**src/rtl/tatd_pkg.sv**
```systemverilog
package tatd_pkg;

  // Algorithm settings
  localparam int CORDIC_STEPS    = 16;
  localparam int ANGLE_FRAC_BITS = 7;
  localparam int ATAN_TAB_LEN    = 24;
  localparam int CORDIC_ITERS    = (CORDIC_STEPS < ATAN_TAB_LEN) ? CORDIC_STEPS : ATAN_TAB_LEN;
  localparam int ACC_FRAC        = 16;   // angle accumulator: degrees * 2^16
  localparam int PRESCALE_SH     = 8;    // operands scaled by 256 before vectoring
  localparam int ROUND_SH        = ACC_FRAC - ANGLE_FRAC_BITS;
  localparam int ANGLE_LIM       = 90 << ANGLE_FRAC_BITS;

  // Field widths
  localparam int SAMPLE_W   = 16;
  localparam int HELD_W     = 19;
  localparam int ANGLE_W    = 15;
  localparam int AXIS_W     = 2;
  localparam int CFG_IDX_W  = 8;
  localparam int CFG_DATA_W = 15;

  // Datapath widths
  localparam int SQ_W       = 2 * HELD_W;  // full product of a held value squared
  localparam int RAD_W      = 36;          // sum of two squares stays below 2^35
  localparam int ROOT_W     = RAD_W / 2;
  localparam int SQRT_CNT_W = $clog2(ROOT_W);
  localparam int CORD_W     = 30;          // vector components incl. CORDIC gain
  localparam int ACC_W      = 26;          // angle accumulator
  localparam int ATAN_W     = 22;
  localparam int STEP_W     = 5;

  // Reset values
  localparam logic signed [HELD_W-1:0]     HELD_Z_RESET = 19'sd163840;
  localparam logic signed [CFG_DATA_W-1:0] MIN_RESET    = -15'sd3840;
  localparam logic signed [CFG_DATA_W-1:0] MAX_RESET    = 15'sd3840;

  // Axis codes
  localparam logic [AXIS_W-1:0] AXIS_X = 2'd0;
  localparam logic [AXIS_W-1:0] AXIS_Y = 2'd1;
  localparam logic [AXIS_W-1:0] AXIS_Z = 2'd2;

  // Register indexes
  localparam logic [CFG_IDX_W-1:0] REG_MIN_X = 8'd0;
  localparam logic [CFG_IDX_W-1:0] REG_MAX_X = 8'd1;
  localparam logic [CFG_IDX_W-1:0] REG_MIN_Y = 8'd2;
  localparam logic [CFG_IDX_W-1:0] REG_MAX_Y = 8'd3;

  // atan(2^-i) in degrees * 65536, rounded to nearest
  function automatic logic [ATAN_W-1:0] atan_entry(input logic [STEP_W-1:0] idx);
    logic [ATAN_W-1:0] v;
    case (idx)
      5'd0:    v = 22'd2949120;
      5'd1:    v = 22'd1740967;
      5'd2:    v = 22'd919879;
      5'd3:    v = 22'd466945;
      5'd4:    v = 22'd234379;
      5'd5:    v = 22'd117304;
      5'd6:    v = 22'd58666;
      5'd7:    v = 22'd29335;
      5'd8:    v = 22'd14668;
      5'd9:    v = 22'd7334;
      5'd10:   v = 22'd3667;
      5'd11:   v = 22'd1833;
      5'd12:   v = 22'd917;
      5'd13:   v = 22'd458;
      5'd14:   v = 22'd229;
      5'd15:   v = 22'd115;
      5'd16:   v = 22'd57;
      5'd17:   v = 22'd29;
      5'd18:   v = 22'd14;
      5'd19:   v = 22'd7;
      5'd20:   v = 22'd4;
      5'd21:   v = 22'd2;
      5'd22:   v = 22'd1;
      default: v = 22'd0;
    endcase
    return v;
  endfunction

endpackage

```
**src/rtl/tatd_in_if.sv**
```systemverilog
interface tatd_in_if;
  logic                                 valid;
  logic                                 ready;
  logic signed [tatd_pkg::SAMPLE_W-1:0] raw_sample;
  logic                                 read_ok;

  modport source (output valid, raw_sample, read_ok, input ready);
  modport sink   (input valid, raw_sample, read_ok, output ready);
endinterface

```
**src/rtl/tatd_out_if.sv**
```systemverilog
interface tatd_out_if;
  logic                                valid;
  logic                                ready;
  logic        [tatd_pkg::AXIS_W-1:0]  axis;
  logic signed [tatd_pkg::HELD_W-1:0]  axis_value;
  logic signed [tatd_pkg::ANGLE_W-1:0] angle_x;
  logic signed [tatd_pkg::ANGLE_W-1:0] angle_y;
  logic                                tipped;

  modport source (output valid, axis, axis_value, angle_x, angle_y, tipped, input ready);
  modport sink   (input valid, axis, axis_value, angle_x, angle_y, tipped, output ready);
endinterface

```
**src/rtl/tatd_cfg_if.sv**
```systemverilog
interface tatd_cfg_if;
  logic                                   valid;
  logic                                   ready;
  logic        [tatd_pkg::CFG_IDX_W-1:0]  index;
  logic signed [tatd_pkg::CFG_DATA_W-1:0] data;

  modport source (output valid, index, data, input ready);
  modport sink   (input valid, index, data, output ready);
endinterface

```
**src/rtl/tatd_sqrt.sv**
```systemverilog
module tatd_sqrt (
  input  logic                          clk_i,
  input  logic                          rst_ni,
  input  logic                          start_i,
  input  logic [tatd_pkg::RAD_W-1:0]    rad_i,
  output logic                          done_o,
  output logic [tatd_pkg::ROOT_W-1:0]   root_o
);

  localparam int RW = tatd_pkg::ROOT_W;
  localparam logic [tatd_pkg::SQRT_CNT_W-1:0] LAST = tatd_pkg::SQRT_CNT_W'(RW - 1);

  logic                           busy_q, done_q;
  logic [tatd_pkg::SQRT_CNT_W-1:0] cnt_q;
  logic [tatd_pkg::RAD_W-1:0]     rad_q;
  logic [RW+1:0]                  rem_q;
  logic [RW-1:0]                  root_q;

  logic [RW+1:0] cat, sub;
  logic [RW+2:0] trial;
  logic          bit_ok;

  // One result bit per step: bring down two radicand bits, try to subtract 4*root+1
  always_comb begin
    cat    = {rem_q[RW-1:0], rad_q[tatd_pkg::RAD_W-1 -: 2]};
    sub    = {root_q, 2'b01};
    trial  = {1'b0, cat} - {1'b0, sub};
    bit_ok = !trial[RW+2];
  end

  // Control
  always_ff @(posedge clk_i or negedge rst_ni) begin
    if (!rst_ni) begin
      busy_q <= 1'b0;
      done_q <= 1'b0;
      cnt_q  <= '0;
    end else begin
      done_q <= 1'b0;
      if (start_i) begin
        busy_q <= 1'b1;
        cnt_q  <= '0;
      end else if (busy_q) begin
        cnt_q <= cnt_q + 1'b1;
        if (cnt_q == LAST) begin
          busy_q <= 1'b0;
          done_q <= 1'b1;
        end
      end
    end
  end

  // Datapath
  always_ff @(posedge clk_i) begin
    if (start_i) begin
      rad_q  <= rad_i;
      rem_q  <= '0;
      root_q <= '0;
    end else if (busy_q) begin
      rad_q  <= {rad_q[tatd_pkg::RAD_W-3:0], 2'b00};
      rem_q  <= bit_ok ? trial[RW+1:0] : cat;
      root_q <= {root_q[RW-2:0], bit_ok};
    end
  end

  assign done_o = done_q;
  assign root_o = root_q;

endmodule

```
**src/rtl/tatd_cordic.sv**
```systemverilog
module tatd_cordic (
  input  logic                                clk_i,
  input  logic                                rst_ni,
  input  logic                                start_i,
  input  logic signed [tatd_pkg::SAMPLE_W-1:0] num_i,
  input  logic        [tatd_pkg::ROOT_W-1:0]   den_i,
  output logic                                done_o,
  output logic signed [tatd_pkg::ANGLE_W-1:0] angle_o
);

  localparam int CW = tatd_pkg::CORD_W;
  localparam int AW = tatd_pkg::ACC_W;
  localparam logic [tatd_pkg::STEP_W-1:0] LAST =
    tatd_pkg::STEP_W'(tatd_pkg::CORDIC_ITERS - 1);
  localparam logic signed [AW-1:0] ROUND_HALF = AW'(1 << (tatd_pkg::ROUND_SH - 1));
  localparam logic signed [AW-1:0] LIM        = AW'(tatd_pkg::ANGLE_LIM);

  logic                          busy_q, fin_q, done_q, zero_q;
  logic [tatd_pkg::STEP_W-1:0]   step_q;
  logic signed [CW-1:0]          xc_q, yc_q;
  logic signed [AW-1:0]          z_q;
  logic signed [tatd_pkg::ANGLE_W-1:0] angle_q;

  logic signed [CW-1:0] dx, dy;
  logic signed [AW-1:0] atan_v, rounded, sat;

  // Shared shifter and adders for one vectoring step
  always_comb begin
    dx     = yc_q >>> step_q;
    dy     = xc_q >>> step_q;
    atan_v = signed'({{(AW - tatd_pkg::ATAN_W){1'b0}}, tatd_pkg::atan_entry(step_q)});
  end

  // Round half up to the output scale, clamp to +-90 degrees
  always_comb begin
    rounded = (z_q + ROUND_HALF) >>> tatd_pkg::ROUND_SH;
    if (rounded > LIM) begin
      sat = LIM;
    end else if (rounded < -LIM) begin
      sat = -LIM;
    end else begin
      sat = rounded;
    end
  end

  // Control
  always_ff @(posedge clk_i or negedge rst_ni) begin
    if (!rst_ni) begin
      busy_q <= 1'b0;
      fin_q  <= 1'b0;
      done_q <= 1'b0;
      step_q <= '0;
    end else begin
      done_q <= 1'b0;
      fin_q  <= 1'b0;
      if (start_i) begin
        busy_q <= 1'b1;
        step_q <= '0;
      end else if (busy_q) begin
        step_q <= step_q + 1'b1;
        if (step_q == LAST) begin
          busy_q <= 1'b0;
          fin_q  <= 1'b1;
        end
      end else if (fin_q) begin
        done_q <= 1'b1;
      end
    end
  end

  // Vectoring datapath: rotate towards the x axis, steering by the sign of y
  always_ff @(posedge clk_i) begin
    if (start_i) begin
      xc_q   <= signed'({{(CW - tatd_pkg::ROOT_W - tatd_pkg::PRESCALE_SH){1'b0}}, den_i,
                         {tatd_pkg::PRESCALE_SH{1'b0}}});
      yc_q   <= signed'({{(CW - tatd_pkg::SAMPLE_W - tatd_pkg::PRESCALE_SH)
                            {num_i[tatd_pkg::SAMPLE_W-1]}},
                         num_i, {tatd_pkg::PRESCALE_SH{1'b0}}});
      z_q    <= '0;
      zero_q <= (num_i == '0) && (den_i == '0);
    end else if (busy_q) begin
      if (!yc_q[CW-1]) begin
        xc_q <= xc_q + dx;
        yc_q <= yc_q - dy;
        z_q  <= z_q + atan_v;
      end else begin
        xc_q <= xc_q - dx;
        yc_q <= yc_q + dy;
        z_q  <= z_q - atan_v;
      end
    end else if (fin_q) begin
      // null vector has no direction: report level
      angle_q <= zero_q ? '0 : sat[tatd_pkg::ANGLE_W-1:0];
    end
  end

  assign done_o  = done_q;
  assign angle_o = angle_q;

endmodule

```
**src/rtl/tilt_angle_tipover_detector.sv**
```systemverilog
// Work per item, once its input beat is taken (CORDIC_STEPS = 16): squarings of
//   z, x and y on one shared multiplier, two 18-step square roots on the shared
//   root unit, two CORDIC_STEPS-step vectorings on the shared CORDIC, plus sequencing.
// Input is not ready while an item is in work; a finished result waits in the
//   output register while the next item is taken.
// Reset (async, active low): held x/y = 0, held z = 163840, axis counter on x,
//   limits at -3840/+3840, output empty.
module tilt_angle_tipover_detector (
  input  logic        clk_i,
  input  logic        rst_ni,
  tatd_in_if.sink     in_i,
  tatd_out_if.source  out_o,
  tatd_cfg_if.sink    cfg_i
);

  localparam int HW = tatd_pkg::HELD_W;
  localparam int SW = tatd_pkg::SAMPLE_W;

  // Sequencer states
  localparam logic [3:0] ST_IDLE = 4'd0;
  localparam logic [3:0] ST_SQZ  = 4'd1;
  localparam logic [3:0] ST_SQX  = 4'd2;
  localparam logic [3:0] ST_SQY  = 4'd3;
  localparam logic [3:0] ST_SQS  = 4'd4;
  localparam logic [3:0] ST_MXG  = 4'd5;
  localparam logic [3:0] ST_MXW  = 4'd6;
  localparam logic [3:0] ST_MYG  = 4'd7;
  localparam logic [3:0] ST_MYW  = 4'd8;
  localparam logic [3:0] ST_AXG  = 4'd9;
  localparam logic [3:0] ST_AXW  = 4'd10;
  localparam logic [3:0] ST_AYG  = 4'd11;
  localparam logic [3:0] ST_AYW  = 4'd12;
  localparam logic [3:0] ST_DONE = 4'd13;

  logic [3:0] state_q, state_d;

  // Configuration and held state
  logic signed [tatd_pkg::CFG_DATA_W-1:0] min_x_q, max_x_q, min_y_q, max_y_q;
  logic signed [SW-1:0]                   held_x_q, held_y_q;
  logic signed [HW-1:0]                   held_z_q;
  logic [tatd_pkg::AXIS_W-1:0]            axis_cnt_q;

  // Working registers
  logic [tatd_pkg::AXIS_W-1:0]        cur_axis_q;
  logic signed [HW-1:0]               cur_val_q;
  logic [tatd_pkg::RAD_W-1:0]         sq_q, zz_q, rad_x_q, rad_y_q;
  logic [tatd_pkg::ROOT_W-1:0]        mag_x_q, mag_y_q;
  logic signed [tatd_pkg::ANGLE_W-1:0] ang_x_q, ang_y_q;

  // Output register
  logic                                out_valid_q;
  logic [tatd_pkg::AXIS_W-1:0]         out_axis_q;
  logic signed [HW-1:0]                out_val_q;
  logic signed [tatd_pkg::ANGLE_W-1:0] out_ax_q, out_ay_q;
  logic                                out_tip_q;

  logic in_acc, out_free, in_window;
  logic signed [HW-1:0] sq_op;
  logic signed [tatd_pkg::SQ_W-1:0] sq_full;
  logic signed [SW-1:0] new_x, new_y;
  logic signed [HW-1:0] new_z;

  logic                          sqrt_start, sqrt_done;
  logic [tatd_pkg::RAD_W-1:0]    sqrt_rad;
  logic [tatd_pkg::ROOT_W-1:0]   sqrt_root;
  logic                          cord_start, cord_done;
  logic signed [SW-1:0]          cord_num;
  logic [tatd_pkg::ROOT_W-1:0]   cord_den;
  logic signed [tatd_pkg::ANGLE_W-1:0] cord_angle;

  assign in_i.ready  = (state_q == ST_IDLE);
  assign in_acc      = in_i.valid && in_i.ready;
  assign cfg_i.ready = 1'b1;
  assign out_free    = !out_valid_q || out_o.ready;

  // Held values after this beat's update
  always_comb begin
    new_x = held_x_q;
    new_y = held_y_q;
    new_z = held_z_q;
    case (axis_cnt_q)
      tatd_pkg::AXIS_X: if (in_i.read_ok) new_x = in_i.raw_sample;
      tatd_pkg::AXIS_Y: if (in_i.read_ok) new_y = in_i.raw_sample;
      default:          if (in_i.read_ok) new_z = HW'(in_i.raw_sample);
    endcase
  end

  // Shared squaring multiplier
  always_comb begin
    case (state_q)
      ST_SQX:  sq_op = HW'(held_x_q);
      ST_SQY:  sq_op = HW'(held_y_q);
      default: sq_op = held_z_q;
    endcase
    sq_full = tatd_pkg::SQ_W'(sq_op) * tatd_pkg::SQ_W'(sq_op);
  end

  // Operand selection for the shared root and CORDIC units
  assign sqrt_start = (state_q == ST_MXG) || (state_q == ST_MYG);
  assign sqrt_rad   = (state_q == ST_MXG) ? rad_x_q : rad_y_q;
  assign cord_start = (state_q == ST_AXG) || (state_q == ST_AYG);
  assign cord_num   = (state_q == ST_AXG) ? held_y_q : held_x_q;
  assign cord_den   = (state_q == ST_AXG) ? mag_x_q : mag_y_q;

  tatd_sqrt u_sqrt (
    .clk_i   (clk_i),
    .rst_ni  (rst_ni),
    .start_i (sqrt_start),
    .rad_i   (sqrt_rad),
    .done_o  (sqrt_done),
    .root_o  (sqrt_root)
  );

  tatd_cordic u_cordic (
    .clk_i   (clk_i),
    .rst_ni  (rst_ni),
    .start_i (cord_start),
    .num_i   (cord_num),
    .den_i   (cord_den),
    .done_o  (cord_done),
    .angle_o (cord_angle)
  );

  // Sequencer
  always_comb begin
    state_d = state_q;
    case (state_q)
      ST_IDLE: if (in_acc) state_d = ST_SQZ;
      ST_SQZ:  state_d = ST_SQX;
      ST_SQX:  state_d = ST_SQY;
      ST_SQY:  state_d = ST_SQS;
      ST_SQS:  state_d = ST_MXG;
      ST_MXG:  state_d = ST_MXW;
      ST_MXW:  if (sqrt_done) state_d = ST_MYG;
      ST_MYG:  state_d = ST_MYW;
      ST_MYW:  if (sqrt_done) state_d = ST_AXG;
      ST_AXG:  state_d = ST_AXW;
      ST_AXW:  if (cord_done) state_d = ST_AYG;
      ST_AYG:  state_d = ST_AYW;
      ST_AYW:  if (cord_done) state_d = ST_DONE;
      ST_DONE: if (out_free) state_d = ST_IDLE;
      default: state_d = ST_IDLE;
    endcase
  end

  // Open window test on both angles
  assign in_window = (ang_x_q > min_x_q) && (ang_x_q < max_x_q) &&
                     (ang_y_q > min_y_q) && (ang_y_q < max_y_q);

  // Control state: sequencer, held values, limits, output valid
  always_ff @(posedge clk_i or negedge rst_ni) begin
    if (!rst_ni) begin
      state_q     <= ST_IDLE;
      held_x_q    <= '0;
      held_y_q    <= '0;
      held_z_q    <= tatd_pkg::HELD_Z_RESET;
      axis_cnt_q  <= tatd_pkg::AXIS_X;
      min_x_q     <= tatd_pkg::MIN_RESET;
      max_x_q     <= tatd_pkg::MAX_RESET;
      min_y_q     <= tatd_pkg::MIN_RESET;
      max_y_q     <= tatd_pkg::MAX_RESET;
      out_valid_q <= 1'b0;
    end else begin
      state_q <= state_d;

      if (cfg_i.valid) begin
        case (cfg_i.index)
          tatd_pkg::REG_MIN_X: min_x_q <= cfg_i.data;
          tatd_pkg::REG_MAX_X: max_x_q <= cfg_i.data;
          tatd_pkg::REG_MIN_Y: min_y_q <= cfg_i.data;
          tatd_pkg::REG_MAX_Y: max_y_q <= cfg_i.data;
          default: ;
        endcase
      end

      if (in_acc) begin
        held_x_q <= new_x;
        held_y_q <= new_y;
        held_z_q <= new_z;
        case (axis_cnt_q)
          tatd_pkg::AXIS_X: axis_cnt_q <= tatd_pkg::AXIS_Y;
          tatd_pkg::AXIS_Y: axis_cnt_q <= tatd_pkg::AXIS_Z;
          default:          axis_cnt_q <= tatd_pkg::AXIS_X;
        endcase
      end

      if (state_q == ST_DONE && out_free) begin
        out_valid_q <= 1'b1;
      end else if (out_o.ready) begin
        out_valid_q <= 1'b0;
      end
    end
  end

  // Datapath registers
  always_ff @(posedge clk_i) begin
    if (in_acc) begin
      case (axis_cnt_q)
        tatd_pkg::AXIS_X: begin
          cur_axis_q <= tatd_pkg::AXIS_X;
          cur_val_q  <= HW'(new_x);
        end
        tatd_pkg::AXIS_Y: begin
          cur_axis_q <= tatd_pkg::AXIS_Y;
          cur_val_q  <= HW'(new_y);
        end
        default: begin
          cur_axis_q <= tatd_pkg::AXIS_Z;
          cur_val_q  <= new_z;
        end
      endcase
    end

    // squares are non-negative and below 2^35
    case (state_q)
      ST_SQZ: sq_q <= sq_full[tatd_pkg::RAD_W-1:0];
      ST_SQX: begin
        zz_q <= sq_q;
        sq_q <= sq_full[tatd_pkg::RAD_W-1:0];
      end
      ST_SQY: begin
        rad_x_q <= zz_q + sq_q;
        sq_q    <= sq_full[tatd_pkg::RAD_W-1:0];
      end
      ST_SQS: rad_y_q <= zz_q + sq_q;
      ST_MXW: if (sqrt_done) mag_x_q <= sqrt_root;
      ST_MYW: if (sqrt_done) mag_y_q <= sqrt_root;
      ST_AXW: if (cord_done) ang_x_q <= cord_angle;
      ST_AYW: if (cord_done) ang_y_q <= cord_angle;
      default: ;
    endcase

    if (state_q == ST_DONE && out_free) begin
      out_axis_q <= cur_axis_q;
      out_val_q  <= cur_val_q;
      out_ax_q   <= ang_x_q;
      out_ay_q   <= ang_y_q;
      out_tip_q  <= !in_window;
    end
  end

  assign out_o.valid      = out_valid_q;
  assign out_o.axis       = out_axis_q;
  assign out_o.axis_value = out_val_q;
  assign out_o.angle_x    = out_ax_q;
  assign out_o.angle_y    = out_ay_q;
  assign out_o.tipped     = out_tip_q;

endmodule

```
**src/flat_wrapper.sv**
```systemverilog
// flat-port wrapper written by rule: the top's interface ports become plain ports
module tilt_angle_tipover_detector_flat 
  (clk_i, rst_ni, in_i_valid, in_i_raw_sample, in_i_read_ok, in_i_ready, out_o_valid, out_o_axis, out_o_axis_value, out_o_angle_x, out_o_angle_y, out_o_tipped, out_o_ready, cfg_i_valid, cfg_i_index, cfg_i_data, cfg_i_ready);
  tatd_in_if in_i_i ();
  tatd_out_if out_o_i ();
  tatd_cfg_if cfg_i_i ();
  input  logic clk_i;
  input  logic rst_ni;
  input wire logic [$bits(in_i_i.valid)-1:0] in_i_valid;
  input wire logic [$bits(in_i_i.raw_sample)-1:0] in_i_raw_sample;
  input wire logic [$bits(in_i_i.read_ok)-1:0] in_i_read_ok;
  output wire logic [$bits(in_i_i.ready)-1:0] in_i_ready;
  output wire logic [$bits(out_o_i.valid)-1:0] out_o_valid;
  output wire logic [$bits(out_o_i.axis)-1:0] out_o_axis;
  output wire logic [$bits(out_o_i.axis_value)-1:0] out_o_axis_value;
  output wire logic [$bits(out_o_i.angle_x)-1:0] out_o_angle_x;
  output wire logic [$bits(out_o_i.angle_y)-1:0] out_o_angle_y;
  output wire logic [$bits(out_o_i.tipped)-1:0] out_o_tipped;
  input wire logic [$bits(out_o_i.ready)-1:0] out_o_ready;
  input wire logic [$bits(cfg_i_i.valid)-1:0] cfg_i_valid;
  input wire logic [$bits(cfg_i_i.index)-1:0] cfg_i_index;
  input wire logic [$bits(cfg_i_i.data)-1:0] cfg_i_data;
  output wire logic [$bits(cfg_i_i.ready)-1:0] cfg_i_ready;
  assign in_i_i.valid = in_i_valid;
  assign in_i_i.raw_sample = in_i_raw_sample;
  assign in_i_i.read_ok = in_i_read_ok;
  assign in_i_ready = in_i_i.ready;
  assign out_o_valid = out_o_i.valid;
  assign out_o_axis = out_o_i.axis;
  assign out_o_axis_value = out_o_i.axis_value;
  assign out_o_angle_x = out_o_i.angle_x;
  assign out_o_angle_y = out_o_i.angle_y;
  assign out_o_tipped = out_o_i.tipped;
  assign out_o_i.ready = out_o_ready;
  assign cfg_i_i.valid = cfg_i_valid;
  assign cfg_i_i.index = cfg_i_index;
  assign cfg_i_i.data = cfg_i_data;
  assign cfg_i_ready = cfg_i_i.ready;
  tilt_angle_tipover_detector u_core (.clk_i(clk_i), .rst_ni(rst_ni), .in_i(in_i_i), .out_o(out_o_i), .cfg_i(cfg_i_i));
endmodule
```
**config.mk**
```make
export PLATFORM = sky130hd
export DESIGN_NAME = tilt_angle_tipover_detector_flat
export DESIGN_NICKNAME = d
export VERILOG_FILES = /design/src/rtl/tatd_pkg.sv /design/src/rtl/tatd_in_if.sv /design/src/rtl/tatd_out_if.sv /design/src/rtl/tatd_cfg_if.sv /design/src/rtl/tatd_sqrt.sv /design/src/rtl/tatd_cordic.sv /design/src/rtl/tilt_angle_tipover_detector.sv /design/src/flat_wrapper.sv
export SDC_FILE = /design/constraint.sdc
export NUM_CORES = 2
export LEC_CHECK = 0
export ABC_AREA = 1
export BUFFER_PORTS_ARGS = -buffer_cell sky130_fd_sc_hd__buf_2
export CAP_MARGIN = 20
export CORE_ASPECT_RATIO = 0.8
export CORE_MARGIN = 2
export CORE_UTILIZATION = 45
export CTS_BUF_LIST = sky130_fd_sc_hd__clkbuf_4
export CTS_CLUSTER_SIZE = 8
export DETAILED_ROUTE_END_ITERATION = 16
export HOLD_SLACK_MARGIN = 0.03
export PLACE_DENSITY = 0.64
export RECOVER_POWER = 100
export SLEW_MARGIN = 15
export SYNTH_ARGS = -nofsm -noshare
export SYNTH_HDL_FRONTEND = slang
export SYNTH_SLANG_ARGS = --single-unit
```
**constraint.sdc**
```tcl
create_clock -name clk_i -period 9.7 [get_ports clk_i]
set_clock_uncertainty 0.05 [all_clocks]
set_input_delay 0.97 -clock clk_i [delete_from_list [all_inputs] [get_ports clk_i]]
set_output_delay 0.97 -clock clk_i [all_outputs]
set_load 0.005 [all_outputs]
```
==> impl_metrics.ini <==
[timing]
period_needed_ns = 8.88
slew_headroom_pct = -181
fmax_mhz = 113
hold_violations = 0
slew_violations = 814
tns_ns = 0
setup_viol = 0
finalWorstSetupSlack_ns = 0.823
rsz0062_at_grt = false
hold_ws_ns = 0.204
min_period_over_period_pct = 91.5
tightest_slew_ns = 4.21

[floorplanning]
die_x_um = 369
io_pins = 100
row_count = 106
core_um2 = 105000
die_y_um = 296
start_util_pct = 45.6
die_area_um2 = 109000

[grt]
grt_max_degree = 127
grtUsageTotal_pct = 24.3
grt_pass1_wl_um = 210000
gr-total-overflow = 0
grt_pass1_vias = 38000
antenna_found_initial = 2

[route]
vias_per_cell = 5.35
vias = 39400
wl_um = 131000
drcViolationCount = 0
wl_per_cell_um = 17.7
drtPass1Iterations = 7
drtAntennaViolNets = 0
drt_iter0_markers = 3564

[finish]
multi_input_area_um2 = 27500
syn_to_final_growth_pct = 7.78
fillerInstances = 10200
seq_area_um2 = 16200
final_cells = 7376
finalNetCount = 6531
drive_gt1_share_pct = 7.56

[critical_path]
cpMaxStageDelayCell = a21oi_1
critical_path_class = flop to flop
cp-end-kind = flop
arrival_ns = 9.60
crit_family = adder cells
worst-path-buf-inv = 7
startpoint_type = flop
cp_common_cell = nand2_1
slowest_delay_ns = 0.57
worst-path-stages = 32
cp_max_fo = 37
worstPathRequired_ns = 10.42
rr_worst_depth = 32

[logic_synthesis]
synth-seq-cells = 588
synth_area_leaders = edfxtp_1 (23%), fa_1 (14%), nand2_1 (9.5%), ha_1 (8.5%), inv_1 (6.6%)
ys_seq_area_share_pct = 33.8
ys_types = 73
netlist_area_um2 = 47900
synth_area_leader_cell = edfxtp_1
synth_ff_type = edfxtp_1
yosysTopAreaCellShare_pct = 23.4
synth_area_per_cell_um2 = 8.39
synth_cells = 5706
synth_edf_count = 373
synth-async-reset-ratio_pct = 22.6
synth_warnings = 0
synth_nets = 6401

[run]
max_cap_viol_count = 17

[place]
place_congestion = 0.992
place.detailed.hpwl_um = 99700
place_ws_ns = 1.18
place_inst = 7077
numPortBuffers = 98

[clock_network]
root_buffer = clkbuf_4
h-tree-depth = 4
clock_path_buffers = 3
clock_sinks = 588
clk_latency_ns = 1.07
cts.clk_slew.worst_paths_ns = 0.08
cts_buffers = 156
cts_tree = done
ctsResizeCount = 0

[outcome]
outcome = finished, violations left
violations = capacitance limit, slew limit

[min_path]
hold_path_depth = 3
worstHoldPathType = input pin to flop
==> tightest hold or removal path: cells and delay by family <==
kind                   cells  cell delay [ns]
AO/OA/AOI/OAI              1             0.16
buffers and inverters      2             0.15
==> logic make-up after synthesis <==
group	share of synthesized area, %
flip-flops	33.8
other	0.00784
AO/OA/AOI/OAI	12.4
XOR/XNOR	3.86
adder cells (fa/ha/maj)	22.1
multiplexers	0.358
buffers and inverters	8.74
AND/OR/NAND/NOR	18.7
==> cells in the mapped netlist (19+ instances only) <==
cell type	number
o211ai_1	44
buf_2	42
clkbuf_1	99
o21ai_1	37
nor3_1	35
ha_1	327
dfrtp_1	115
fa_1	323
dfxtp_1	82
a22oi_1	22
inv_1	845
xor2_1	126
xnor2_1	85
edfxtp_1	373
nand3_1	332
nand2_1	1213
nor2_1	398
a21oi_1	308
a21o_1	19
nand2_2	23
o21ai_0	425
o21a_1	19
nand4_1	52
o22ai_1	79
==> state kept, by name (all words and copies together), names as in the netlist, 26 cells and up <==
name	cells
u_core.u_cordic.z_q	26
u_core.sq_q	35
u_core.rad_x_q	36
u_core.zz_q	35
u_core.u_cordic.yc_q	30
u_core.u_sqrt.rad_q	36
u_core.u_cordic.xc_q	30
u_core.rad_y_q	36
==> metrics by stage <==
| step | area, um^2 | util, % |
|---|---|---|
| after floorplan | 47900 | - |
| after global placement | 49700 | 47.3 |
| after detailed placement | 49700 | 47.3 |
| after CTS | 51800 | 49.3 |
| after global routing | 51600 | 49.2 |
| final | 51600 | 49.2 |
==> repair_timing <==
| action | in CTS | in global routing |
|---|---|---|
| buffers inserted | 0 | 0 |
| endpoints found under the hold margin | 47 | 0 |
| hold buffers | 2 | 0 |
==> final timing paths <==
path,end,slack [ns],from
max,u_core.sq_q[31]$_DFFE_PP_,0.82,u_core.state_q[0]$_DFFE_PN0P_
min,u_core.min_x_q[7]$_DFFE_PN0P_,0.20,cfg_i_data[7]
max reg2reg,u_core.sq_q[31]$_DFFE_PP_,0.82,u_core.state_q[0]$_DFFE_PN0P_
min reg2reg,u_core.ang_x_q[6]$_DFFE_PP_,0.36,u_core.u_cordic.angle_o[6]$_SDFFCE_PP0P_
max in group asynchronous,u_core.held_y_q[15]$_DFFE_PN0P_,2.39,rst_ni
min in group asynchronous,u_core.u_cordic.step_q[2]$_DFFE_PN0P_,1.85,rst_ni
==> cells in the final DEF (no fill, tap or decap), types with 15 or more instances in the layout <==
cell type / instances
nor2_1: 399
nand4_1: 52
nand2_2: 22
clkbuf_4: 222
o211ai_1: 45
a21oi_1: 308
o21ai_0: 426
fa_1: 323
nor3_1: 35
inv_2: 15
dfxtp_1: 82
o21ai_1: 36
clkbuf_1: 75
a21o_1: 19
dfstp_2: 18
o22ai_1: 79
ha_1: 327
inv_1: 848
dfrtp_1: 112
buf_4: 29
o21a_1: 19
nand2_1: 1214
nand3_1: 333
edfxtp_1: 373
nor4_1: 17
mux2i_1: 16
a22oi_1: 22
xor2_1: 126
clkinv_1: 49
buf_2: 48
xnor2_1: 85
==> area by class of cell <==
| cell class | instances | share of cell area, % |
|---|---|---|
| antenna | 5 | 0.0243 |
| sequential | 588 | 31.4 |
| inverter | 873 | 6.37 |
| clock buffer | 222 | 3.23 |
| multi-input combinational | 4062 | 53.3 |
| timing repair buffer | 155 | 1.48 |
| clock inverter | 67 | 0.817 |
| tap | 1404 | 3.41 |
==> per-layer routing <==
| layer | share of wire [%] | GRT usage [%] | up-vias |
|---|---|---|---|
| met3 | 7.4 | 4.99 | 196 |
| met4 | 2.2 | 6.57 | 0 |
| met2 | 44 | 36.7 | 1278 |
| li1 | - | - | 19200 |
| met5 | 0 | 0 | - |
| met1 | 47 | 35.4 | 18800 |
Power is left out: the tool's default activity adds up to more than one toggle a clock period on the data nets, which glitch-free logic cannot reach.
